$ cat src/rtl/core/lmw_pkg.sv
`default_nettype none
package lmw_pkg;

  // Item kinds carried on the input tuser
  typedef enum logic [1:0] {
    FUNC_CLEAR  = 2'd0,
    FUNC_APPEND = 2'd1,
    FUNC_TEXT   = 2'd2,
    FUNC_EVAL   = 2'd3
  } func_e;

  // Wildcard bytes
  localparam logic [7:0] ANY_RUN = 8'h25;  // '%'
  localparam logic [7:0] ANY_ONE = 8'h5F;  // '_'

  localparam int unsigned MAX_PATTERN_DEF = 32;
  localparam int unsigned QUEUE_DEPTH     = 2;

  // Control part of a queued item; the hit vector travels beside it
  typedef struct packed {
    func_e func;
    logic  is_run;  // appended byte is '%'
  } lmw_ctl_t;

  localparam int unsigned CTL_W = $bits(lmw_ctl_t);

endpackage
`default_nettype wire

$ cat src/rtl/core/lmw_fifo.sv
`default_nettype none
module lmw_fifo #(
  parameter int unsigned WIDTH = 8
) (
  input  wire logic             clk_i,
  input  wire logic             rst_ni,
  input  wire logic             push_i,
  input  wire logic [WIDTH-1:0] push_data_i,
  output logic                  ready_o,
  input  wire logic             pop_i,
  output logic                  valid_o,
  output logic [WIDTH-1:0]      pop_data_o
);
  import lmw_pkg::*;

  localparam int unsigned PW = (QUEUE_DEPTH > 1) ? $clog2(QUEUE_DEPTH) : 1;
  localparam int unsigned CW = $clog2(QUEUE_DEPTH + 1);

  logic [WIDTH-1:0] mem_q [QUEUE_DEPTH];
  logic [PW-1:0]    wr_ptr_q, wr_ptr_d, rd_ptr_q, rd_ptr_d;
  logic [CW-1:0]    count_q, count_d;

  assign ready_o    = (count_q != CW'(QUEUE_DEPTH));
  assign valid_o    = (count_q != '0);
  assign pop_data_o = mem_q[rd_ptr_q];

  // Pointer and fill count update
  always_comb begin
    wr_ptr_d = wr_ptr_q;
    rd_ptr_d = rd_ptr_q;
    count_d  = count_q;
    if (push_i) begin
      wr_ptr_d = (wr_ptr_q == PW'(QUEUE_DEPTH - 1)) ? '0 : wr_ptr_q + 1'b1;
    end
    if (pop_i) begin
      rd_ptr_d = (rd_ptr_q == PW'(QUEUE_DEPTH - 1)) ? '0 : rd_ptr_q + 1'b1;
    end
    if (push_i && !pop_i) begin
      count_d = count_q + 1'b1;
    end else if (!push_i && pop_i) begin
      count_d = count_q - 1'b1;
    end
  end

  always_ff @(posedge clk_i or negedge rst_ni) begin
    if (!rst_ni) begin
      wr_ptr_q <= '0;
      rd_ptr_q <= '0;
      count_q  <= '0;
    end else begin
      wr_ptr_q <= wr_ptr_d;
      rd_ptr_q <= rd_ptr_d;
      count_q  <= count_d;
    end
  end

  // Entry storage
  always_ff @(posedge clk_i) begin
    if (push_i) begin
      mem_q[wr_ptr_q] <= push_data_i;
    end
  end

endmodule
`default_nettype wire

$ cat src/rtl/core/lmw_front.sv
`default_nettype none
module lmw_front #(
  parameter int unsigned MAX_PATTERN = lmw_pkg::MAX_PATTERN_DEF
) (
  input  wire logic                   clk_i,
  input  wire logic                   rst_ni,
  input  wire logic                   in_valid_i,
  output logic                        in_ready_o,
  input  wire lmw_pkg::func_e         func_i,
  input  wire logic [7:0]             byte_value_i,
  input  wire logic                   q_ready_i,
  output logic                        q_push_o,
  output lmw_pkg::lmw_ctl_t           q_ctl_o,
  output logic [MAX_PATTERN-1:0]      q_hit_o
);
  import lmw_pkg::*;

  localparam int unsigned N = MAX_PATTERN;

  logic [7:0]   store_q [N];
  logic [N-1:0] fill_q, fill_d;  // thermometer of stored bytes
  logic [N-1:0] wr_en;
  logic         accept;

  assign in_ready_o = q_ready_i;
  assign accept     = in_valid_i & q_ready_i;
  assign q_push_o   = accept;

  assign q_ctl_o.func   = func_i;
  assign q_ctl_o.is_run = (byte_value_i == ANY_RUN);

  // Per position: store write enable; hit = byte consumed and position advances ('%' positions excluded)
  for (genvar p = 0; p < N; p++) begin : g_pos
    logic prev_full;
    if (p == 0) begin : g_first
      assign prev_full = 1'b1;
    end else begin : g_rest
      assign prev_full = fill_q[p-1];
    end
    assign wr_en[p] = accept && (func_i == FUNC_APPEND) && !fill_q[p] && prev_full;
    assign q_hit_o[p] = fill_q[p] && (store_q[p] != ANY_RUN) &&
                        ((store_q[p] == ANY_ONE) || (store_q[p] == byte_value_i));

    always_ff @(posedge clk_i) begin
      if (wr_en[p]) begin
        store_q[p] <= byte_value_i;
      end
    end
  end

  // Fill mask update
  always_comb begin
    fill_d = fill_q;
    if (accept) begin
      case (func_i)
        FUNC_CLEAR:  fill_d = '0;
        FUNC_APPEND: fill_d = (fill_q << 1) | N'(1);
        default:     fill_d = fill_q;
      endcase
    end
  end

  always_ff @(posedge clk_i or negedge rst_ni) begin
    if (!rst_ni) begin
      fill_q <= '0;
    end else begin
      fill_q <= fill_d;
    end
  end

endmodule
`default_nettype wire

$ cat src/rtl/core/lmw_back.sv
`default_nettype none
module lmw_back #(
  parameter int unsigned MAX_PATTERN = lmw_pkg::MAX_PATTERN_DEF
) (
  input  wire logic                   clk_i,
  input  wire logic                   rst_ni,
  input  wire logic                   q_valid_i,
  output logic                        q_pop_o,
  input  wire lmw_pkg::lmw_ctl_t      q_ctl_i,
  input  wire logic [MAX_PATTERN-1:0] q_hit_i,
  output logic                        out_valid_o,
  input  wire logic                   out_ready_i,
  output logic                        matched_o,
  output logic                        overflow_o
);
  import lmw_pkg::*;

  localparam int unsigned N = MAX_PATTERN;

  // Closes a position set over '%': a position on '%' enables the next one,
  // chained. Solved as a carry chain: generate = seed, propagate = '%' below.
  function automatic logic [N:0] close_runs(input logic [N:0] seed,
                                            input logic [N-1:0] runs);
    logic [N:0]   prop;
    logic [N:0]   a;
    logic [N+1:0] sum;
    logic [N+1:0] carry;
    prop  = {runs, 1'b0};
    a     = seed | prop;
    sum   = {1'b0, a} + {1'b0, seed};
    carry = sum ^ {1'b0, a} ^ {1'b0, seed};
    return carry[N+1:1];
  endfunction

  logic [N:0]   active_q, active_d;  // kept closed over '%'
  logic [N-1:0] runs_q, runs_d;      // '%' positions of the pattern
  logic [N:0]   end_q, end_d;        // one-hot pattern length
  logic         ovf_q, ovf_d;
  logic         out_valid_q, out_valid_d;
  logic         matched_q, matched_d;
  logic         overflow_q, overflow_d;
  logic         slot_free;
  logic [N:0]   seed;
  logic [N-1:0] seed_runs;
  logic [N-1:0] live;

  assign slot_free = !out_valid_q || out_ready_i;
  assign q_pop_o   = q_valid_i && ((q_ctl_i.func != FUNC_EVAL) || slot_free);
  assign live      = active_q[N-1:0];

  // Pattern shape, result and closure seed
  always_comb begin
    runs_d      = runs_q;
    end_d       = end_q;
    ovf_d       = ovf_q;
    seed        = (N+1)'(1);
    seed_runs   = runs_q;
    out_valid_d = out_valid_q && !out_ready_i;
    matched_d   = matched_q;
    overflow_d  = overflow_q;
    if (q_pop_o) begin
      unique case (q_ctl_i.func)
        FUNC_CLEAR: begin
          runs_d    = '0;
          end_d     = (N+1)'(1);
          ovf_d     = 1'b0;
          seed_runs = '0;
        end
        FUNC_APPEND: begin
          if (end_q[N]) begin
            ovf_d = 1'b1;
          end else begin
            runs_d = runs_q | (end_q[N-1:0] & {N{q_ctl_i.is_run}});
            end_d  = end_q << 1;
          end
          seed_runs = runs_d;
        end
        FUNC_TEXT: begin
          seed = {live & q_hit_i, 1'b0} | {1'b0, live & runs_q};
        end
        FUNC_EVAL: begin
          out_valid_d = 1'b1;
          matched_d   = (|(active_q & end_q)) && !ovf_q;
          overflow_d  = ovf_q;
        end
        default: begin
          seed = (N+1)'(1);
        end
      endcase
    end
  end

  assign active_d = q_pop_o ? close_runs(seed, seed_runs) : active_q;

  always_ff @(posedge clk_i or negedge rst_ni) begin
    if (!rst_ni) begin
      active_q    <= (N+1)'(1);
      runs_q      <= '0;
      end_q       <= (N+1)'(1);
      ovf_q       <= 1'b0;
      out_valid_q <= 1'b0;
    end else begin
      active_q    <= active_d;
      runs_q      <= runs_d;
      end_q       <= end_d;
      ovf_q       <= ovf_d;
      out_valid_q <= out_valid_d;
    end
  end

  // Result payload
  always_ff @(posedge clk_i) begin
    matched_q  <= matched_d;
    overflow_q <= overflow_d;
  end

  assign out_valid_o = out_valid_q;
  assign matched_o   = matched_q;
  assign overflow_o  = overflow_q;

endmodule
`default_nettype wire

$ cat src/rtl/core/like_wildcard_matcher.sv
// SQL LIKE matcher. Input beats carry a kind in tuser (clear, append pattern
// byte, text byte, evaluate) and a byte in tdata. '%' matches any run of bytes,
// '_' exactly one byte, anything else itself, case-sensitively. Only an
// evaluate beat yields an output beat: bit 0 matched, bit 1 overflow (more than
// MAX_PATTERN bytes appended since the last clear; matched then reads 0).
// Appending or evaluating restarts the text. One beat is taken per cycle while
// the queue has room; the front stage compares the byte against every stored
// pattern byte at once and the back stage updates the active position set
// with a single carry-chain add, so the rate is one beat per clock unless the
// output stalls. An evaluate result passes the queue, then the output register;
// a two-entry queue between the stages absorbs output back-pressure.
`default_nettype none
module like_wildcard_matcher #(
  parameter int unsigned MAX_PATTERN = lmw_pkg::MAX_PATTERN_DEF
) (
  input  wire logic       clk_i,
  input  wire logic       rst_ni,
  input  wire logic       s_axis_tvalid_i,
  output logic            s_axis_tready_o,
  input  wire logic [7:0] s_axis_tdata_i,   // [7:0] byte_value
  input  wire logic [1:0] s_axis_tuser_i,   // [1:0] func
  output logic            m_axis_tvalid_o,
  input  wire logic       m_axis_tready_i,
  output logic [7:0]      m_axis_tdata_o    // [0] matched, [1] overflow, [7:2] zero
);
  import lmw_pkg::*;

  localparam int unsigned QW = MAX_PATTERN + CTL_W;

  logic                   q_push, q_ready, q_pop, q_valid;
  lmw_ctl_t               push_ctl, pop_ctl;
  logic [MAX_PATTERN-1:0] push_hit, pop_hit;
  logic [QW-1:0]          pop_data;
  logic                   matched, overflow;

  lmw_front #(.MAX_PATTERN(MAX_PATTERN)) u_front (
    .clk_i        (clk_i),
    .rst_ni       (rst_ni),
    .in_valid_i   (s_axis_tvalid_i),
    .in_ready_o   (s_axis_tready_o),
    .func_i       (func_e'(s_axis_tuser_i)),
    .byte_value_i (s_axis_tdata_i),
    .q_ready_i    (q_ready),
    .q_push_o     (q_push),
    .q_ctl_o      (push_ctl),
    .q_hit_o      (push_hit)
  );

  lmw_fifo #(.WIDTH(QW)) u_queue (
    .clk_i       (clk_i),
    .rst_ni      (rst_ni),
    .push_i      (q_push),
    .push_data_i ({push_hit, push_ctl}),
    .ready_o     (q_ready),
    .pop_i       (q_pop),
    .valid_o     (q_valid),
    .pop_data_o  (pop_data)
  );

  assign pop_ctl = lmw_ctl_t'(pop_data[CTL_W-1:0]);
  assign pop_hit = pop_data[QW-1:CTL_W];

  lmw_back #(.MAX_PATTERN(MAX_PATTERN)) u_back (
    .clk_i       (clk_i),
    .rst_ni      (rst_ni),
    .q_valid_i   (q_valid),
    .q_pop_o     (q_pop),
    .q_ctl_i     (pop_ctl),
    .q_hit_i     (pop_hit),
    .out_valid_o (m_axis_tvalid_o),
    .out_ready_i (m_axis_tready_i),
    .matched_o   (matched),
    .overflow_o  (overflow)
  );

  assign m_axis_tdata_o = {6'b0, overflow, matched};

endmodule
`default_nettype wire

$ cat config.mk
export PLATFORM = sky130hd
export DESIGN_NAME = like_wildcard_matcher
export DESIGN_NICKNAME = d
export VERILOG_FILES = /design/src/rtl/core/lmw_pkg.sv /design/src/rtl/core/lmw_fifo.sv /design/src/rtl/core/lmw_front.sv /design/src/rtl/core/lmw_back.sv /design/src/rtl/core/like_wildcard_matcher.sv
export SDC_FILE = /design/constraint.sdc
export NUM_CORES = 1
export LEC_CHECK = 0
export BUFFER_PORTS_ARGS = -buffer_cell sky130_fd_sc_hd__buf_2
export CORE_ASPECT_RATIO = 0.5
export CORE_UTILIZATION = 45
export DETAILED_ROUTE_END_ITERATION = 7
export SYNTH_ARGS = -nofsm -noshare
export SYNTH_HDL_FRONTEND = slang
export SYNTH_SLANG_ARGS = --single-unit
$ cat constraint.sdc
create_clock -name clk_i -period 7.35 [get_ports clk_i]
set_clock_uncertainty 0.2 [all_clocks]
set_input_delay 0.3675 -clock clk_i [delete_from_list [all_inputs] [get_ports clk_i]]
set_output_delay 0.3675 -clock clk_i [all_outputs]
set_load 0.01 [all_outputs]
Yosys cells after proc, flatten, opt, wreduce, memory -nomap -nowiden

Memories as Yosys holds them, arrays and structs flattened.
Index checks and enable logic that the tools add are counted.

Multiplexer cells: 130
Bitwise operators: 10
Add/subtract/negate cells: 5
Eq/ne operators: 105
Reductions and logical operators: 232

Operators by type and width:

| kind                                                   | count |
|---|---|
| equality test 8 x 7 -> 1 bit (second input constant)   | 32 |
| equality test 8 bit                                    | 32 |
| inequality test 8 x 6 -> 1 bit (second input constant) | 32 |
| logical AND 1 bit                                      | 133 |
| 2-to-1 mux 8 bit                                       | 16 |
| one-hot mux 32 bit (2 select lines)                    | 2 |
| OR reduction 8 bit                                     | 16 |
| 2-to-1 mux 33 bit                                      | 3 |
| AND 32 bit                                             | 3 |
| 2-to-1 mux 1 bit                                       | 87 |
| 2-to-1 mux 5 bit                                       | 16 |
| XOR 34 x 33 -> 34 bit                                  | 2 |
| one-hot mux 33 bit (2 select lines)                    | 1 |
| 2-to-1 mux 32 bit                                      | 2 |
| zero test 1 bit                                        | 37 |
| adder 33 x 33 -> 34 bit                                | 1 |
| logical OR 1 bit                                       | 34 |
| AND 33 bit                                             | 1 |
| OR 33 x 32 -> 33 bit                                   | 1 |
| OR 33 bit                                              | 1 |
| OR reduction 33 bit                                    | 1 |
| OR 32 bit                                              | 1 |
| equality test 8 x 6 -> 1 bit (second input constant)   | 1 |
| nonzero test 2 bit                                     | 4 |
| other kinds (13)                                       | 23 |

Input bits: 14
Logic and storage cells: 496
Memory bits (writable): 326
Output and inout bits: 10
Memories: 2
Bits in registers: 138

Memory list:

| name            | words | width | rd ports | clocked after Yosys merged registers in | wr ports | line            | text |
|---|---|---|---|---|---|---|---|
| u_front.store_q | 32    | 8     | 32       | 0                                       | 16       | lmw_front.sv:20 | `logic [7:0] store_q [N];` |
| u_queue.mem_q   | 2     | 35    | 1        | 0                                       | 1        | lmw_fifo.sv:19  | `logic [WIDTH-1:0] mem_q [QUEUE_DEPTH];` |

Logic depth before layout (Yosys ltp)

An unclocked memory read counts as a cell.

Depth in word-level cells: 10
Depth in mapped cells: 16
Mapped depth without buffers: 12

By module

From an unflattened synthesis, not the netlist that was laid out.

Cells, all modules: 1767
Area, all modules: 22321.4 sq um

By module, submodules not included:

| module                | cells an instance | sequential area each (sq um) | area each (sq um) | times used |
|---|---|---|---|---|
| lmw_front             | 1048              | 8488.1                       | 13630.6           | 1 |
| lmw_back              | 585               | 2565.0                       | 5761.8            | 1 |
| lmw_fifo              | 125               | 2202.1                       | 2865.2            | 1 |
| like_wildcard_matcher | 9                 | 0.0                          | 63.8              | 1 |

Least setup slack after synthesis

OpenSTA, ideal clock, no wires.

Path kind: flip-flop to flip-flop
Start: register u_queue.rd_ptr_q
End: register u_back.active_q[27]
Setup slack: 3461 ps
Cell stages (with the launch flop): 17
Data arrival time: 3543 ps
Clock period less this slack: 3889 ps
Path buffers: 5
Data required time: 7004 ps
Library setup time: 146 ps
Cell sequence: dfrtp_1 -> buf_6 -> mux2_4 -> nor3_2 -> buf_4 -> buf_4 -> buf_4 -> buf_2 -> nor3_1 -> ha_1 -> o311ai_0 -> a211o_1 -> o21ai_2 -> a211oi_2 -> o31ai_2 -> a21boi_1 -> o2111ai_1

Word-level cells in the longest chain between the ends: 10
Elaborated cells between the ends (all ways): 20
Those cells by class: add/sub (1); eq/ne (3); mux (5); bitwise (7); reduce/logical (3); memory (1)

Ends and longest elaborated chain:

| what                                | line            | text |
|---|---|---|
| start: declaration                  | lmw_fifo.sv:20  | `logic [PW-1:0] wr_ptr_q, wr_ptr_d, rd_ptr_q, rd_ptr_d;` |
| start signal: assignment            | lmw_fifo.sv:52  | `rd_ptr_q <= rd_ptr_d;` |
| memory read (2 x 35 bit) *          | n/a             |  |
| AND 32 bit                          | lmw_back.sv:73  | `runs_d = runs_q \| (end_q[N-1:0] & {N{q_ctl_i.is_run}});` |
| OR 32 bit                           | lmw_back.sv:73  |  |
| 2-to-1 mux 32 bit                   | lmw_back.sv:70  | `if (end_q[N]) begin` |
| one-hot mux 32 bit (2 select lines) | lmw_back.sv:62  | `unique case (q_ctl_i.func)` |
| 2-to-1 mux 32 bit                   | n/a             |  |
| OR 33 bit                           | lmw_back.sv:29  | `a = seed \| prop;` |
| adder 33 x 33 -> 34 bit             | lmw_back.sv:30  | `sum = {1'b0, a} + {1'b0, seed};` |
| XOR 34 x 33 -> 34 bit (2 in series) | lmw_back.sv:31  | `carry = sum ^ {1'b0, a} ^ {1'b0, seed};` |
| end signal: assignment              | lmw_back.sv:97  | `active_q <= (N+1)'(1);` |
| end signal: assignment              | lmw_back.sv:103 | `active_q <= active_d;` |
| end: declaration                    | lmw_back.sv:35  | `logic [N:0] active_q, active_d;` |

Every way passes the cells marked *; elsewhere a longest branch is shown, timed or not.
A chain may end at the register's enable or synchronous reset.

Worst setup path after layout

Ends and elaborated chain as after synthesis.

==> impl_summary.log <==
[metrics] max-cap check violation count: 0
[metrics] most used flip-flop cell after synthesis: sky130_fd_sc_hd__edfxtp_1
[metrics] total die area: 0.04946 sq mm
[metrics] number of H-tree levels: 2
[metrics] Peak Freq: 0.2422 GHz
[metrics] final critical-path required period: 4.130 ns
[metrics] max-slew headroom at the worst pin: 16.74%
[metrics] global-route wire length before repair: 78850 microns
[metrics] total count of hold-check failures in the final report: 0
[metrics] TritonCTS clock tree: built
[metrics] number of enable-type register cells in the synthesized netlist: 328
[metrics] area of all sequential standard cells: 0.01326 sq mm
[metrics] end of the worst register-to-register path: u_back.active_q[27]
[metrics] total power density per cell area: between 200 and 300 mW/mm^2
[metrics] sequential fraction of the synthesis area: 60.70%
[metrics] drc violations: 0
[metrics] unrepaired setup endpoints after global routing: no
[metrics] Internal Pwr Total: between 4 and 5 mW
[metrics] most frequent cells in the layout: sky130_fd_sc_hd__edfxtp_1 (328), sky130_fd_sc_hd__xor2_1 (258), sky130_fd_sc_hd__nand2_1 (146)
[metrics] Synth Register Bits: 464
[metrics] Critical Path End Type: flop
[metrics] Worst Setup Slack post-DPL: between 3 and 4 ns
[metrics] static power due to leakage: 8.591 nW
[metrics] combinational power share: 16.2%
[metrics] via count of the first global-routing pass: 13660
[metrics] slew at the pin closest to its max-slew limit: 1.246 ns
[metrics] type of origin of the critical path: flop
[metrics] GRT Total Usage: 20.53%
[metrics] # port buffers: 17
[metrics] slack of the worst reg-to-reg path: 3.22 ns
[metrics] core area: 0.04737 sq mm
[metrics] count of antenna-violating nets left after detailed routing: 0
[metrics] required time of the worst setup path: 7.55 ns
[metrics] family of cells with the greatest summed delay on the critical path: compound AO/OA/AOI/OAI gates
[metrics] crit path setup slack, layout: approximately 3.2 ns
[metrics] end point of the critical path: u_back.active_q[27]
[metrics] routability congestion estimate from global placement: ~0.93
[metrics] I/O pin count: 24
[metrics] clock network power share: 35.3%
[metrics] Resize count post-CTS: 0
[metrics] height of the die: roughly 160 microns
[metrics] final wirelength: about 50000 microns
[metrics] multi-input gate area in the final layout: about 0.0081 sq mm
[metrics] Crit-path slowest cell: sky130_fd_sc_hd__o311ai_0
[metrics] most frequent standard cell in the layout excluding fill and tap cells: sky130_fd_sc_hd__edfxtp_1
[metrics] Worst path max stage delay: 0.73 ns
[metrics] worst vdd rail ir drop: 0.1516 mV
[metrics] number of DRC markers in iteration 0: 1104
[metrics] via/cell ratio: 5.784
[metrics] initial core utilization: 46.10%
[metrics] final max-slew violation count: 0
[metrics] HPWL Detailed: 31030 microns
[metrics] antenna cells: 0
[metrics] routed length per placed instance: 20.81 microns
[metrics] net total in the final layout: 1741
[metrics] Chip Width: 313.5 microns
[metrics] fraction of power spent switching nets: approximately 28%
[metrics] number of rows in the core area: 56
[metrics] gate count of the mapped netlist: roughly 1700
[metrics] run status: finished clean
[metrics] number of sinks handled by clock tree synthesis: 464
[metrics] post-synthesis cell type count: just under 90
[metrics] cell area after layout: 0.02394 sq mm
[metrics] post-detailed-placement cell area: 0.02247 sq mm
[metrics] netlist area before placement: 0.02184 sq mm
[metrics] Pre-antenna DRT Iters: 5
[metrics] accumulated negative setup slack: 0 ns
[metrics] number of vias after detailed routing: 13870
[metrics] cell depth of the worst flop-to-flop path: 11
[metrics] classification of the worst setup path: flop to flop
[metrics] total CTS buffers: 44
[metrics] final setup vio count: 0
[metrics] number of warnings reported in the yosys synthesis log: 0
[metrics] Period Utilization, post-route: 56.18%
[metrics] largest net degree at the start of global routing: 89
[metrics] worst skew pair latency: 0.56 ns
[metrics] postcts setup bufs: 0
[metrics] number of buffer and inverter stages on the critical path: 0
[metrics] Crit Reg-Reg Startpoint: u_queue.rd_ptr_q
[metrics] final core utilization: 50.54%
[metrics] Flop pwr share: 48.5%
[metrics] filler cell count: 4120
[metrics] average instance area after synthesis: 12.65 sq um
[metrics] layout-stage area growth over the synthesis result: 9.621%
[metrics] proportion of layout cells with a drive suffix above 1: 10.57%
[metrics] worst-path cell chain: mux2_2 -> a41oi_1 -> nor3_1 -> ha_1 -> o311ai_0 -> a211o_1 -> o21ai_2 -> a211oi_2 -> o31ai_2 -> a21boi_1 -> o2111ai_1
[metrics] clock-pin slew on the worst setup and hold paths: about 0.070 ns
[metrics] antenna violations before repair: 0
[metrics] largest fanout of any net on the critical path: 21
[metrics] number of stages on the worst setup path: 11
[metrics] worst min-delay path category: primary input to flop
[metrics] Clock Tree Root: sky130_fd_sc_hd__clkbuf_16
[metrics] origin of the worst setup path: u_queue.rd_ptr_q
[metrics] clock buffer depth: 3
[metrics] aggregate global routing overflow: 0
[metrics] share of flip-flops with an asynchronous set or reset after synthesis: between 20 and 30%
[metrics] data arrival time at the worst-slack endpoint: about 4.3 ns
[metrics] switching power summed over all nets: 1.803 mW
==> synthesized netlist by cell type (all sizes together) (6+ instances only) <==
cell type	instances	area, sq um
mux2	35	401.6
or4b	31	310.3
nor2	103	386.6
nand4	24	150.1
xor2	258	2260
or2	6	37.54
a31oi	7	43.79
edfxtp	328	9849
a21boi	6	45.05
nand3	44	220.2
a41oi	18	157.7
dfrtp	134	3353
o31ai	26	214.0
nand3b	32	240.2
nand4b	19	166.4
o311a	11	110.1
nand2	146	548.0
a21o	11	90.08
buf	35	230.2
a22oi	41	312.8
a21oi	43	219.0
nor4	68	425.4
nor3	11	60.06
o21ai	44	224.0
nor3b	32	240.2
a22o	54	473.0
nor2b	11	68.82
and2	8	50.05
clkbuf	52	195.2
inv	13	48.80
==> metal layers <==
metal | routed length (microns) | up-vias | part of all wire, % | GRT usage, %
met5 | 0 | - | 0 | 0
met4 | 965 | 0 | 1.9 | 4.808
met3 | 2975 | 73 | 6.0 | 3.511
met2 | 21100 | 402 | 42 | 30.78
met1 | 24860 | 6879 | 50 | 30.96
li1 | - | 6516 | - | -
==> through the flow <==
| stage | hold slack [ns] | cells | power (mW) |
|---|---|---|---|
| 6_report | 0.02571 | 2398 | 6.389 |
| 5_1_grt | 0.01645 | 2398 | 6.660 |
| 4_1_cts | 0.0003770 | 2398 | 6.443 |
| 3_5_place_dp | 0.2805 | 2313 | 4.179 |
| 3_3_place_gp | 0.2740 | 2313 | 4.184 |
| 2_1_floorplan | -0.1281 | 1731 | 3.866 |
==> worst reg2reg max path: stages (launching register included) <==
cell	delay, ns
sky130_fd_sc_hd__dfrtp_2	0.45
sky130_fd_sc_hd__mux2_2	0.54
sky130_fd_sc_hd__a41oi_1	0.43
sky130_fd_sc_hd__nor3_1	0.14
sky130_fd_sc_hd__ha_1	0.21
sky130_fd_sc_hd__o311ai_0	0.73
sky130_fd_sc_hd__a211o_1	0.28
sky130_fd_sc_hd__o21ai_2	0.11
sky130_fd_sc_hd__a211oi_2	0.31
sky130_fd_sc_hd__o31ai_2	0.12
sky130_fd_sc_hd__a21boi_1	0.30
sky130_fd_sc_hd__o2111ai_1	0.16
==> layout make-up <==
cell class / count / share of cell area, %
Clock inverter: 20 / 0.8102
Clock buffer: 61 / 5.159
Inverter: 13 / 0.2039
Tap cell: 638 / 3.335
Timing Repair Buffer: 35 / 1.072
Sequential cell: 464 / 55.38
Multi-Input combinational cell: 1167 / 34.04
==> worst min-delay path by stage <==
| stage | start | to | slack (ns) | cells after the start |
|---|---|---|---|---|
| after floorplan | rst_ni | u_back.active_q[10] | -0.13 | 0 |
| after global placement | u_back.ovf_q | u_back.overflow_o | 0.27 | 0 |
| after detailed placement | u_back.ovf_q | u_back.overflow_o | 0.28 | 0 |
| after CTS | s_axis_tdata_i[1] | u_front.store_q[1][65] | 0.0004 | 1 |
| after global routing | s_axis_tdata_i[1] | u_front.store_q[1][65] | 0.02 | 1 |
| final | s_axis_tdata_i[1] | u_front.store_q[1][65] | 0.03 | 1 |
==> logic make-up (layout without fill, tap and decap cells) <==
logic type,Yosys count,count (layout),share of synthesized area (%)
AO/OA/AOI/OAI,303,303,10.44
AND/OR/NAND/NOR,557,557,14.11
adder cells (fa/ha/maj),2,2,0.1146
XOR/XNOR,262,262,10.51
flip-flops,464,464,60.70
buffers and inverters,100,129,2.172
multiplexers,37,37,1.931
other,1,6,0.01717
==> flip-flops by register name (all words and copies together) (netlist names) <==
signal and cells:
u_queue.count_q 2, u_queue.wr_ptr_q 1, u_back.end_q 33, u_front.store_q 256, u_back.out_valid_o 1, u_back.runs_q 32, u_back.active_q 33, u_queue.mem_q 70
u_back.ovf_q 1, u_queue.rd_ptr_q 1, u_back.matched_o 1, u_back.overflow_o 1, u_front.fill_q 32
==> power groups by stage <==
stage                     Sequential [mW]  Clock, mW  Combinational (mW)
after floorplan                      3.11          0               0.753
final                                3.10       2.26                1.03
after global placement               3.15          0                1.03
after global routing                 3.12       2.42                1.12
after CTS                            3.10       2.31                1.03
after detailed placement             3.15          0                1.03
==> timing repair <==
action / in CTS / in global routing
endpoints found under the hold margin: 95 / 0
endpoints found under the setup margin: 0 / 0
hold buffers: 4 / 0
No activity file was read; power rests on OpenSTA's default activity.
